File: src/rtl/ucdef_pkg.sv
// ----------------------------------------------------------------------------
// ucdef_pkg
// Shared types and constants for the bulk endpoint finder.
// ----------------------------------------------------------------------------
`default_nettype none

package ucdef_pkg;

  localparam int unsigned ByteW  = 8;
  localparam int unsigned EpNumW = 4;
  localparam int unsigned CfgIdxW = 2;

  typedef enum logic [CfgIdxW-1:0] {
    CFG_CLASS_MATCH_A = 2'd0,
    CFG_CLASS_MATCH_B = 2'd1
  } cfg_idx_e;

  localparam logic [ByteW-1:0] ClassMatchAReset = 8'hE0;
  localparam logic [ByteW-1:0] ClassMatchBReset = 8'hFF;

  localparam logic [ByteW-1:0] DescTypeInterface = 8'd4;
  localparam logic [ByteW-1:0] DescTypeEndpoint  = 8'd5;
  localparam logic [ByteW-1:0] IfDescMinLen      = 8'd9;
  localparam logic [ByteW-1:0] EpDescMinLen      = 8'd7;
  localparam logic [ByteW-1:0] DescMinLen        = 8'd2;

  localparam logic [ByteW-1:0] PosType    = 8'd1;
  localparam logic [ByteW-1:0] PosEpAddr  = 8'd2;
  localparam logic [ByteW-1:0] PosAttr    = 8'd3;
  localparam logic [ByteW-1:0] PosClass   = 8'd5;

  localparam logic [1:0] XferTypeBulk = 2'b10;

endpackage

`default_nettype wire

File: src/rtl/usb_config_descriptor_endpoint_finder_core.sv
// ----------------------------------------------------------------------------
// usb_config_descriptor_endpoint_finder_core
// Walks a configuration descriptor set and reports bulk IN/OUT endpoints.
// ----------------------------------------------------------------------------
// Usage:
//   s_axis carries one descriptor byte per item in tdata, tlast on the final
//   byte of the set. m_axis gives one result item per set, after the byte
//   with tlast: tdata holds the IN and OUT endpoint numbers, tuser the found
//   flag (IN endpoint number nonzero).
//   The parser updates its state in the cycle a byte is accepted; the result
//   register is loaded at the edge that accepts the last byte, so the result
//   shows in the cycle after. One byte per cycle is taken while s_axis_tready
//   is high, set by the single parser state update per byte.
//   A stalled result register holds its item; non-last bytes are still taken
//   while it waits, and a last byte waits until the result slot frees or is
//   taken in the same cycle.
//   Reset clears the parser and the result slot and loads the class match
//   registers with 0xE0 and 0xFF. Class registers are written through cfg_*;
//   index 0 is class A, index 1 class B, other indexes are ignored.
// ----------------------------------------------------------------------------
`default_nettype none

module usb_config_descriptor_endpoint_finder_core (
  input  wire logic                          clk_i,
  input  wire logic                          rst_ni,

  input  wire logic                          cfg_we_i,
  input  wire logic [ucdef_pkg::CfgIdxW-1:0] cfg_idx_i,
  input  wire logic [ucdef_pkg::ByteW-1:0]   cfg_wdata_i,

  input  wire logic                          s_axis_tvalid,
  output logic                               s_axis_tready,
  input  wire logic [7:0]                    s_axis_tdata,   // [7:0] data_byte
  input  wire logic                          s_axis_tlast,

  output logic                               m_axis_tvalid,
  input  wire logic                          m_axis_tready,
  output logic [7:0]                         m_axis_tdata,   // [3:0] in_endpoint,
                                                             // [7:4] out_endpoint
  output logic                               m_axis_tuser    // [0] found
);

  import ucdef_pkg::*;

  logic [ByteW-1:0]  class_a_q, class_b_q;
  logic [ByteW-1:0]  pos_q, pos_d;
  logic [ByteW-1:0]  len_q, len_d;
  logic [ByteW-1:0]  type_q, type_d;
  logic [ByteW-1:0]  ep_addr_q, ep_addr_d;
  logic [1:0]        attr_q, attr_d;
  logic [ByteW-1:0]  class_q, class_d;
  logic              armed_q, armed_d;
  logic              stopped_q, stopped_d;
  logic [EpNumW-1:0] in_num_q, in_num_d;
  logic [EpNumW-1:0] out_num_q, out_num_d;

  logic              out_valid_q;
  logic [EpNumW-1:0] res_in_q, res_out_q;

  logic              in_acc;
  logic [ByteW:0]    pos_next;
  logic              desc_done;

  assign s_axis_tready = !out_valid_q || m_axis_tready || !s_axis_tlast;
  assign in_acc        = s_axis_tvalid && s_axis_tready;
  assign pos_next      = {1'b0, pos_q} + {{ByteW{1'b0}}, 1'b1};

  always_comb begin
    pos_d     = pos_q;
    len_d     = len_q;
    type_d    = type_q;
    ep_addr_d = ep_addr_q;
    attr_d    = attr_q;
    class_d   = class_q;
    armed_d   = armed_q;
    stopped_d = stopped_q;
    in_num_d  = in_num_q;
    out_num_d = out_num_q;
    desc_done = 1'b0;
    if (!stopped_q) begin
      if (pos_q == '0) begin
        if (s_axis_tdata < DescMinLen) begin
          stopped_d = 1'b1;
        end else begin
          len_d = s_axis_tdata;
          pos_d = PosType;
        end
      end else begin
        case (pos_q)
          PosType:   type_d    = s_axis_tdata;
          PosEpAddr: ep_addr_d = s_axis_tdata;
          PosAttr:   attr_d    = s_axis_tdata[1:0];
          PosClass:  class_d   = s_axis_tdata;
          default:   ;
        endcase
        desc_done = pos_next >= {1'b0, len_q};
        pos_d     = desc_done ? '0 : pos_next[ByteW-1:0];
        if (desc_done) begin
          if (type_d == DescTypeInterface && len_q >= IfDescMinLen) begin
            armed_d = (class_d == class_a_q) || (class_d == class_b_q);
          end else if (type_d == DescTypeEndpoint && len_q >= EpDescMinLen && armed_q) begin
            if (attr_d == XferTypeBulk) begin
              if (ep_addr_d[ByteW-1]) begin
                in_num_d = ep_addr_d[EpNumW-1:0];
              end else begin
                out_num_d = ep_addr_d[EpNumW-1:0];
              end
            end
          end
        end
      end
    end
  end

  always_ff @(posedge clk_i or negedge rst_ni) begin
    if (!rst_ni) begin
      class_a_q <= ClassMatchAReset;
      class_b_q <= ClassMatchBReset;
    end else if (cfg_we_i) begin
      case (cfg_idx_i)
        CFG_CLASS_MATCH_A: class_a_q <= cfg_wdata_i;
        CFG_CLASS_MATCH_B: class_b_q <= cfg_wdata_i;
        default:           ;
      endcase
    end
  end

  always_ff @(posedge clk_i or negedge rst_ni) begin
    if (!rst_ni) begin
      pos_q     <= '0;
      len_q     <= '0;
      type_q    <= '0;
      ep_addr_q <= '0;
      attr_q    <= '0;
      class_q   <= '0;
      armed_q   <= 1'b0;
      stopped_q <= 1'b0;
      in_num_q  <= '0;
      out_num_q <= '0;
    end else if (in_acc) begin
      if (s_axis_tlast) begin
        pos_q     <= '0;
        len_q     <= '0;
        type_q    <= '0;
        ep_addr_q <= '0;
        attr_q    <= '0;
        class_q   <= '0;
        armed_q   <= 1'b0;
        stopped_q <= 1'b0;
        in_num_q  <= '0;
        out_num_q <= '0;
      end else begin
        pos_q     <= pos_d;
        len_q     <= len_d;
        type_q    <= type_d;
        ep_addr_q <= ep_addr_d;
        attr_q    <= attr_d;
        class_q   <= class_d;
        armed_q   <= armed_d;
        stopped_q <= stopped_d;
        in_num_q  <= in_num_d;
        out_num_q <= out_num_d;
      end
    end
  end

  always_ff @(posedge clk_i or negedge rst_ni) begin
    if (!rst_ni) begin
      out_valid_q <= 1'b0;
    end else if (in_acc && s_axis_tlast) begin
      out_valid_q <= 1'b1;
    end else if (m_axis_tready) begin
      out_valid_q <= 1'b0;
    end
  end

  always_ff @(posedge clk_i) begin
    if (in_acc && s_axis_tlast) begin
      res_in_q  <= in_num_d;
      res_out_q <= out_num_d;
    end
  end

  assign m_axis_tvalid = out_valid_q;
  assign m_axis_tdata  = {res_out_q, res_in_q};
  assign m_axis_tuser  = res_in_q != '0;

`ifndef SYNTHESIS
  a_result_after_last: assert property (@(posedge clk_i) disable iff (!rst_ni)
    $rose(out_valid_q) |-> $past(in_acc && s_axis_tlast))
    else $error("result appeared without a last byte");

  a_clear_after_last: assert property (@(posedge clk_i) disable iff (!rst_ni)
    (in_acc && s_axis_tlast) |=> (pos_q == '0 && !armed_q && !stopped_q
                                  && in_num_q == '0 && out_num_q == '0))
    else $error("parser not cleared after last byte");

  a_stopped_pos: assert property (@(posedge clk_i) disable iff (!rst_ni)
    stopped_q |-> pos_q == '0)
    else $error("stopped parser holds a byte position");

  a_no_overwrite: assert property (@(posedge clk_i) disable iff (!rst_ni)
    (out_valid_q && !m_axis_tready) |=> out_valid_q && $stable(res_in_q)
                                        && $stable(res_out_q))
    else $error("pending result overwritten");
`endif

endmodule

`default_nettype wire
File: config.mk
export PLATFORM = sky130hd
export DESIGN_NAME = usb_config_descriptor_endpoint_finder_core
export DESIGN_NICKNAME = d
export VERILOG_FILES = /design/src/rtl/ucdef_pkg.sv /design/src/rtl/usb_config_descriptor_endpoint_finder_core.sv
export SDC_FILE = /design/constraint.sdc
export NUM_CORES = 1
export LEC_CHECK = 0
export BUFFER_PORTS_ARGS = -buffer_cell sky130_fd_sc_hd__buf_2
export CORE_MARGIN = 4
export CORE_UTILIZATION = 48
export DETAILED_ROUTE_END_ITERATION = 12
export MAX_ROUTING_LAYER = met4
export PLACE_DENSITY = 0.7
export SLEW_MARGIN = 40
export SYNTH_ARGS = -nofsm -noshare
export SYNTH_HDL_FRONTEND = slang
export SYNTH_SLANG_ARGS = --single-unit
File: constraint.sdc
create_clock -name clk_i -period 3.5 [get_ports clk_i]
set_input_delay 0.35 -clock clk_i [delete_from_list [all_inputs] [get_ports clk_i]]
set_output_delay 0.35 -clock clk_i [all_outputs]
set_load 0.05 [all_outputs]
==> flow_summary.toml, run 1 <==
[run_status]
status = "finished, final reports clean"

[synth]
synth-adder-area-share_pct = 4.215
ys_seq_area_share_pct = 49.38
synth_enable_flop_cells = 8
synth_xor_area_share_pct = 4.540
syn-mean-instance-area_sq_um = 11.48
synth_compound_area_share_pct = 18.03
yosys.area.top_type_share_pct = 35.67
synth_simple_gate_area_share_pct = 11.80
synth_area_leaders = "dfrtp_1 (36%), a22o_1 (9.3%), dfstp_2 (7.5%)"
postSynthCellCount = 336
synth_ff_type = "dfrtp_1"
synth.area.mux_share_pct = 9.112
synth_top_family_by_area = "compound AO/OA/AOI/OAI gates"
async_flop_share_pct = 89.19
ys.warnings.count = 0
syn_area_sq_um = 3859
syn_nets = 373
synth.largest_area_cell = "dfrtp_1"
yosysUniqueCellTypes = 52
synth-seq-cells = 74

[power]
fin_total_pwr_w = 0.002524
seq_power_share_pct = 43.6
power_density_nw_per_um2 = 573.8
p_int_w = 0.001706
netSwitchingPower_w = 0.0008184
netSwitchingFraction_pct = 32.42
power_leakage_nw = 2.085
ir_drop_mv = 0.3284
power_frac_clock_pct = 29.4
comb_power_share_pct = 27.0

[sta]
setup_violations = 0
min_period_over_period_pct = 92.86
finalSetupTns_ns = 0
skew_ns = 0.008322
maxClockFrequency_mhz = 307.7
tightest_slew_ns = 0.7199
layout_min_cycle_time_ns = 3.250
hold_viol = 0
drv_slew = 0
rsz0062_at_grt = "no"
slew-limit-headroom_pct = 51.83

[worst_setup_path]
cp_data_required_time_ns = 3.61
crit_path_frequent_cell = "and3_1"
crit_arrival_ns = 3.36
endpoint_kind = "register"
slowest_stage = "dfrtp_1"
critical_path.max_stage_delay_ns = 0.47
path_max_fanout = 5
worstSetupStartpointType = "register"
crit_path_cell_trace = "and3_1 > and3_1 > and3_1 > xor2_1 > ha_1 > and3_1 > a221o_1 > a31oi_1 > o21ai_1 > nand4_2 > mux2_2"
critPathBufInv = 0
critPathTopFamily = "simple AND/OR/NAND/NOR gates"
crit_type = "reg -> reg"

[final_layout]
multiInputGateArea_sq_um = 1846
regArea_sq_um = 1906
diodes = 0
area_delta_synth_final_pct = 14.01
drive_gt1_share_pct = 26.30
nets = 416
fillCellCount = 678

[clock_tree]
clkTransAtPathRegs_ns = 0.08
clock-sinks = 74
tritoncts = "done"
clk_latency_ns = 0.35
cts_buffers = 9
cts_setup_buffers = 0
cts_root_buf = "clkbuf_8"
cts_htree_levels = 3
clk_path_buf_depth = 2

[routing]
viasPerCell = 6.021
wl_um = 8790
vias = 2926
drc = 0
antenna_left = 0
drt_iter0_markers = 232
routedWlPerCell_um = 18.09
first_pass_iters = 5

[hold_path]
hold_class = "in -> reg"

[floorplanning]
initial_utilization_pct = 49.68
design.core.area_sq_um = 7767
die_x_um = 97.66
ios = 35
die_area_sq_um = 9537
die_h_um = 97.66
fp-row-count = 32

[grt]
grt_pass1_wl_um = 14960
grt_start_max_net_pins = 26
antenna_found_initial = 0
grt_pass1_vias = 2903
grt_usage_pct = 19.93
grt_overflow = 0

[flow_run]
drv_cap = 0

[place]
gp_congestion = 0.8979
hpwl_um = 6418
io_buffers = 34
==> sequential cells by signal, summed over array words and instances (netlist names) <==
| register | count |
|---|---|
| armed_q | 1 |
| attr_q | 2 |
| class_a_q | 8 |
| class_b_q | 8 |
| class_q | 8 |
| ep_addr_q | 5 |
| in_num_q | 4 |
| len_q | 8 |
| m_axis_tvalid | 1 |
| out_num_q | 4 |
| pos_q | 8 |
| res_in_q | 4 |
| res_out_q | 4 |
| stopped_q | 1 |
| type_q | 8 |
==> cell usage after synthesis, types with 4 or more instances <==
master and instances:
nand4_1 5, xnor2_1 9, dfrtp_1 55, a22o_1 41, xor2_1 11, ha_1 13, a222oi_1 4, nand3_1 8
clkbuf_1 6, a21oi_1 5, o21ai_0 10, mux2i_1 7, dfstp_2 11, edfxtp_1 8, nand2_1 19, mux2_2 25
a31oi_1 5, a21o_1 8, and3_1 5, inv_1 20, nor2_1 13
==> metrics by stage <==
step	hold slack, ns	setup WS (ns)	cells	utilization, %	area, sq um
after global placement	0.3086	0.3063	469	53.61	4164
final	0.2074	0.2498	486	56.64	4399
after detailed placement	0.3175	0.1777	469	53.61	4164
after CTS	0.1906	0.1715	486	56.57	4394
after floorplan	0.05441	0.4044	336	-	3859
after global routing	0.1822	0.07353	486	56.64	4399
==> layer usage <==
metal	routed length, um	global-route usage, %
met1	3981	27.34
met2	4150	29.78
met3	558	5.312
met4	99	4.579
met5	0	-
==> area by class of cell <==
| class | count | area share (%) |
|---|---|---|
| clock buffer | 11 | 3.214 |
| clock inverter | 5 | 1.792 |
| inverter | 20 | 1.706 |
| multi-input combinational | 233 | 41.95 |
| sequential | 74 | 43.32 |
| tap | 102 | 2.901 |
| timing repair buffer | 41 | 5.119 |
==> power by group through the flow <==
stage | clock, W | combinational (W) | sequential [W]
after CTS | 0.000757 | 0.000677 | 0.00110
after global routing | 0.000800 | 0.000760 | 0.00112
after floorplan | 0 | 0.000471 | 0.00110
final | 0.000742 | 0.000682 | 0.00110
after global placement | 0 | 0.000658 | 0.00111
after detailed placement | 0 | 0.000670 | 0.00112
==> worst paths after layout <==
path / start / endpoint / slack, ns / cells past startpoint
min in group asynchronous: rst_ni / pos_q[4]$_DFFE_PN0P_ / 0.47 / 2
setup / recovery: pos_q[3]$_DFFE_PN0P_ / res_out_q[1]$_DFFE_PP_ / 0.25 / 11
hold / removal: m_axis_tready / m_axis_tvalid$_DFFE_PN0P_ / 0.21 / 2
max in group asynchronous: rst_ni / class_b_q[0]$_DFFE_PN1P_ / 2.29 / 3
setup reg to reg: pos_q[3]$_DFFE_PN0P_ / res_out_q[1]$_DFFE_PP_ / 0.25 / 11
hold reg to reg: attr_q[0]$_DFFE_PN0P_ / attr_q[0]$_DFFE_PN0P_ / 0.50 / 1
==> cells by family (layout without fill, tap and decap cells) <==
logic type,after synthesis,count (layout)
and+or+nand+nor,80,80
xor gates and xnor gates,20,20
AOI/OAI and AO/OA,88,88
buffers and inverters,29,77
muxes,32,32
adders and majority gates,13,13
DFF,74,74
==> worst reg2reg max path: stages (launching register included) <==
cell	delay (ns)
dfrtp_1	0.47
and3_1	0.20
and3_1	0.24
and3_1	0.19
xor2_1	0.21
ha_1	0.27
and3_1	0.19
a221o_1	0.32
a31oi_1	0.19
o21ai_1	0.18
nand4_2	0.19
mux2_2	0.36
==> layout by cell type (no fill, tap or decap), drive strengths merged, types with 4 or more instances in the layout <==
cell     n
a222oi   4
nand4    7
edfxtp   8
a31oi    5
nor3     4
nor2    13
buf     40
mux2    25
xnor2    9
a21oi    5
a22o    41
clkbuf  11
a21o     8
nand3    8
nand2   20
dfstp   11
inv     20
dfrtp   55
xor2    11
mux2i    7
and3     5
o21ai   12
ha      13
and2     4
==> repair_timing <==
action | in CTS | in global routing
hold buffers | 1 | 0
endpoints found under the setup margin | 0 | 8
hold endpoints to repair | 18 | 0
gates resized for setup | 0 | 1
Power figures use the tool's default switching activity.
==> run 2, diff against run 1 <==
- BUFFER_PORTS_ARGS: -buffer_cell sky130_fd_sc_hd__buf_2 -> -buffer_cell sky130_fd_sc_hd__buf_4
- CORE_UTILIZATION: 48 -> 47
- PLACE_DENSITY: 0.7 -> 0.68
==> run 2 against run 1 <==
The run now ends with hold timing left. Utilization about the same. Worst setup slack worse by 0.00058 ns. Via count down 1.7%. Non-clock buffer count shrank 3. Clock power shrank 8.2%. Sequential share of layout area shrank 0.43 points. Die area up 2.0%. First-iteration DRC count is 31% lower. Design area is 1.0% higher. Hold slack worse by 0.24 ns. Highest routed layer unchanged.
==> flow_summary.toml, run 2 (synthesized netlist as in run 1, its figures left out) <==
[final_layout]
regArea_sq_um = 1906
area_delta_synth_final_pct = 15.14
nets = 413
final_cell_mix = "dfrtp_1 (55), a22o_1 (41), buf_4 (37), mux2_2 (25), inv_1 (20)"
diodes = 0
fin_area_sq_um = 4443
fillCellCount = 688
final_common_cell = "dfrtp_1"
drive_gt1_share_pct = 25.98
multiInputGateArea_sq_um = 1846

[grt]
met2_usage_pct = 29.85
use_met1_pct = 25.66
antenna_found_initial = 0
grt_overflow = 0
grt_pass1_wl_um = 14820
globalRouteMet3Util_pct = 3.892
top_usage_layer = "met2"
grt_pass1_vias = 2958
grt_start_max_net_pins = 67
grt_usage_pct = 19.47

[sta]
layout_min_cycle_time_ns = 3.251
hold_viol = 18
setup_violations = 0
maxClockFrequency_mhz = 307.6
slew-limit-headroom_pct = 51.32
drv_slew = 0
min_period_over_period_pct = 92.88
holdWs_ns = -0.03732
tightest_slew_ns = 0.7275
rsz0062_at_grt = "no"
finalSetupTns_ns = 0
worst_slack_ns = 0.2492
skew_ns = 0.01411

[clock_tree]
clock-sinks = 74
tritoncts = "done"
cts_buffers = 9
clkTransAtPathRegs_ns = 0.09
cts_htree_levels = 3
ctsResizeCount = 0
cts_setup_buffers = 0
cts_hold_buf = 0
clk_latency_ns = 0.36
cts_root_buf = "clkbuf_8"
clk_path_buf_depth = 2

[run_status]
violations = "hold timing"
status = "complete, but fails checks"

[routing]
wl_um = 8720
vias = 2875
drt_iter0_markers = 161
drc = 0
first_pass_iters = 4
viasPerCell = 5.952
antenna_left = 0
routedWlPerCell_um = 18.05

[worst_setup_path]
r2r_cells = 11
cp_data_required_time_ns = 3.61
slowest_stage = "dfrtp_1"
crit_path_frequent_cell = "and3_1"
reg2reg_to = "res_in_q[1]$_DFFE_PP_"
crit_path_cell_trace = "and3_1 > and3_1 > and3_1 > xor2_1 > ha_1 > and3_1 > a221o_1 > a31oi_1 > o21ai_1 > nand4_2 > mux2_2"
critPathTopFamily = "simple AND/OR/NAND/NOR gates"
crit_type = "reg -> reg"
critical_path.max_stage_delay_ns = 0.47
endpoint_kind = "register"
r2r-start = "pos_q[3]$_DFFE_PN0P_"
r2r_setup_slack_ns = 0.25
critPathBufInv = 0
path_max_fanout = 5
worstSetupStartpointType = "register"
crit_arrival_ns = 3.36

[floorplanning]
ios = 35
initial_utilization_pct = 49.17
die_h_um = 98.61
fp-row-count = 32
die_area_sq_um = 9724
design.core.area_sq_um = 7848
die_x_um = 98.61

[power]
ir_drop_mv = 0.3412
power_leakage_nw = 2.088
power_density_nw_per_um2 = 552.0

[place]
post_dp_cell_area_sq_um = 4234
io_buffers = 34
hpwl_um = 6364
place_ws_ns = 0.1887
gp_congestion = 0.8825

[flow_run]
drv_cap = 0

[hold_path]
hold_class = "in -> async"
run 2: cell count changes in the layout (fill, tap and decap cells not counted), moves of 2 or more:
cell      previous run  this run
inv_6                0         2
buf_2               34         0
clkinv_2             2         0
buf_4                6        37
run 2: through the flow:
step                      total power, W  instances  utilization [%]  hold slack [ns]
final                           0.002453        483            56.62         -0.03732
after global routing            0.002593        483            56.62          0.01137
after CTS                       0.002462        483            56.51           0.1167
after detailed placement        0.001777        467            53.95           0.4816
after global placement          0.001758        467            53.95           0.4751
after floorplan                 0.001567        336                -          0.05441
run 2: final cells by class:
cell class              count  share of cell area, %
repair buffers             38                  6.505
well taps                 102                  2.872
multi-input cells         233                  41.54
clock buffers               9                  2.788
clock inverters             7                  1.718
flip-flops and latches     74                  42.89
inverters                  20                  1.690
run 2: worst register-to-register path, cell delays in order (launching register included):
cell     delay, ns
dfrtp_1       0.47
and3_1        0.20
and3_1        0.22
and3_1        0.19
xor2_1        0.20
ha_1          0.27
and3_1        0.18
a221o_1       0.31
a31oi_1       0.19
o21ai_1       0.21
nand4_2       0.21
mux2_2        0.36
run 2: metal layers:
metal | up-vias | routed length (um) | part of all wire, %
met2 | 70 | 4097 | 47
met1 | 1442 | 4061 | 47
met4 | 0 | 148 | 1.7
li1 | 1348 | - | -
met3 | 15 | 412 | 4.7
met5 | - | 0 | 0
run 2: how the worst max path moves through the flow:
stage | cells past startpoint | startpoint | end
after floorplan | 12 | pos_q[2]$_DFFE_PN0P_ | res_in_q[0]$_DFFE_PP_
after global placement | 11 | pos_q[3]$_DFFE_PN0P_ | res_out_q[0]$_DFFE_PP_
after global routing | 11 | pos_q[3]$_DFFE_PN0P_ | res_in_q[1]$_DFFE_PP_
final | 11 | pos_q[3]$_DFFE_PN0P_ | res_in_q[1]$_DFFE_PP_
after detailed placement | 11 | pos_q[3]$_DFFE_PN0P_ | res_in_q[0]$_DFFE_PP_
after CTS | 11 | pos_q[3]$_DFFE_PN0P_ | res_in_q[1]$_DFFE_PP_
run 2: report_power, final:
group / total, W / internal (W) / leakage [nW] / switching, W
registers: 0.00110 / 0.000997 / 0.940 / 0.0000990
logic: 0.000676 / 0.000282 / 1.05 / 0.000394
clock network: 0.000681 / 0.000334 / 0.0979 / 0.000346
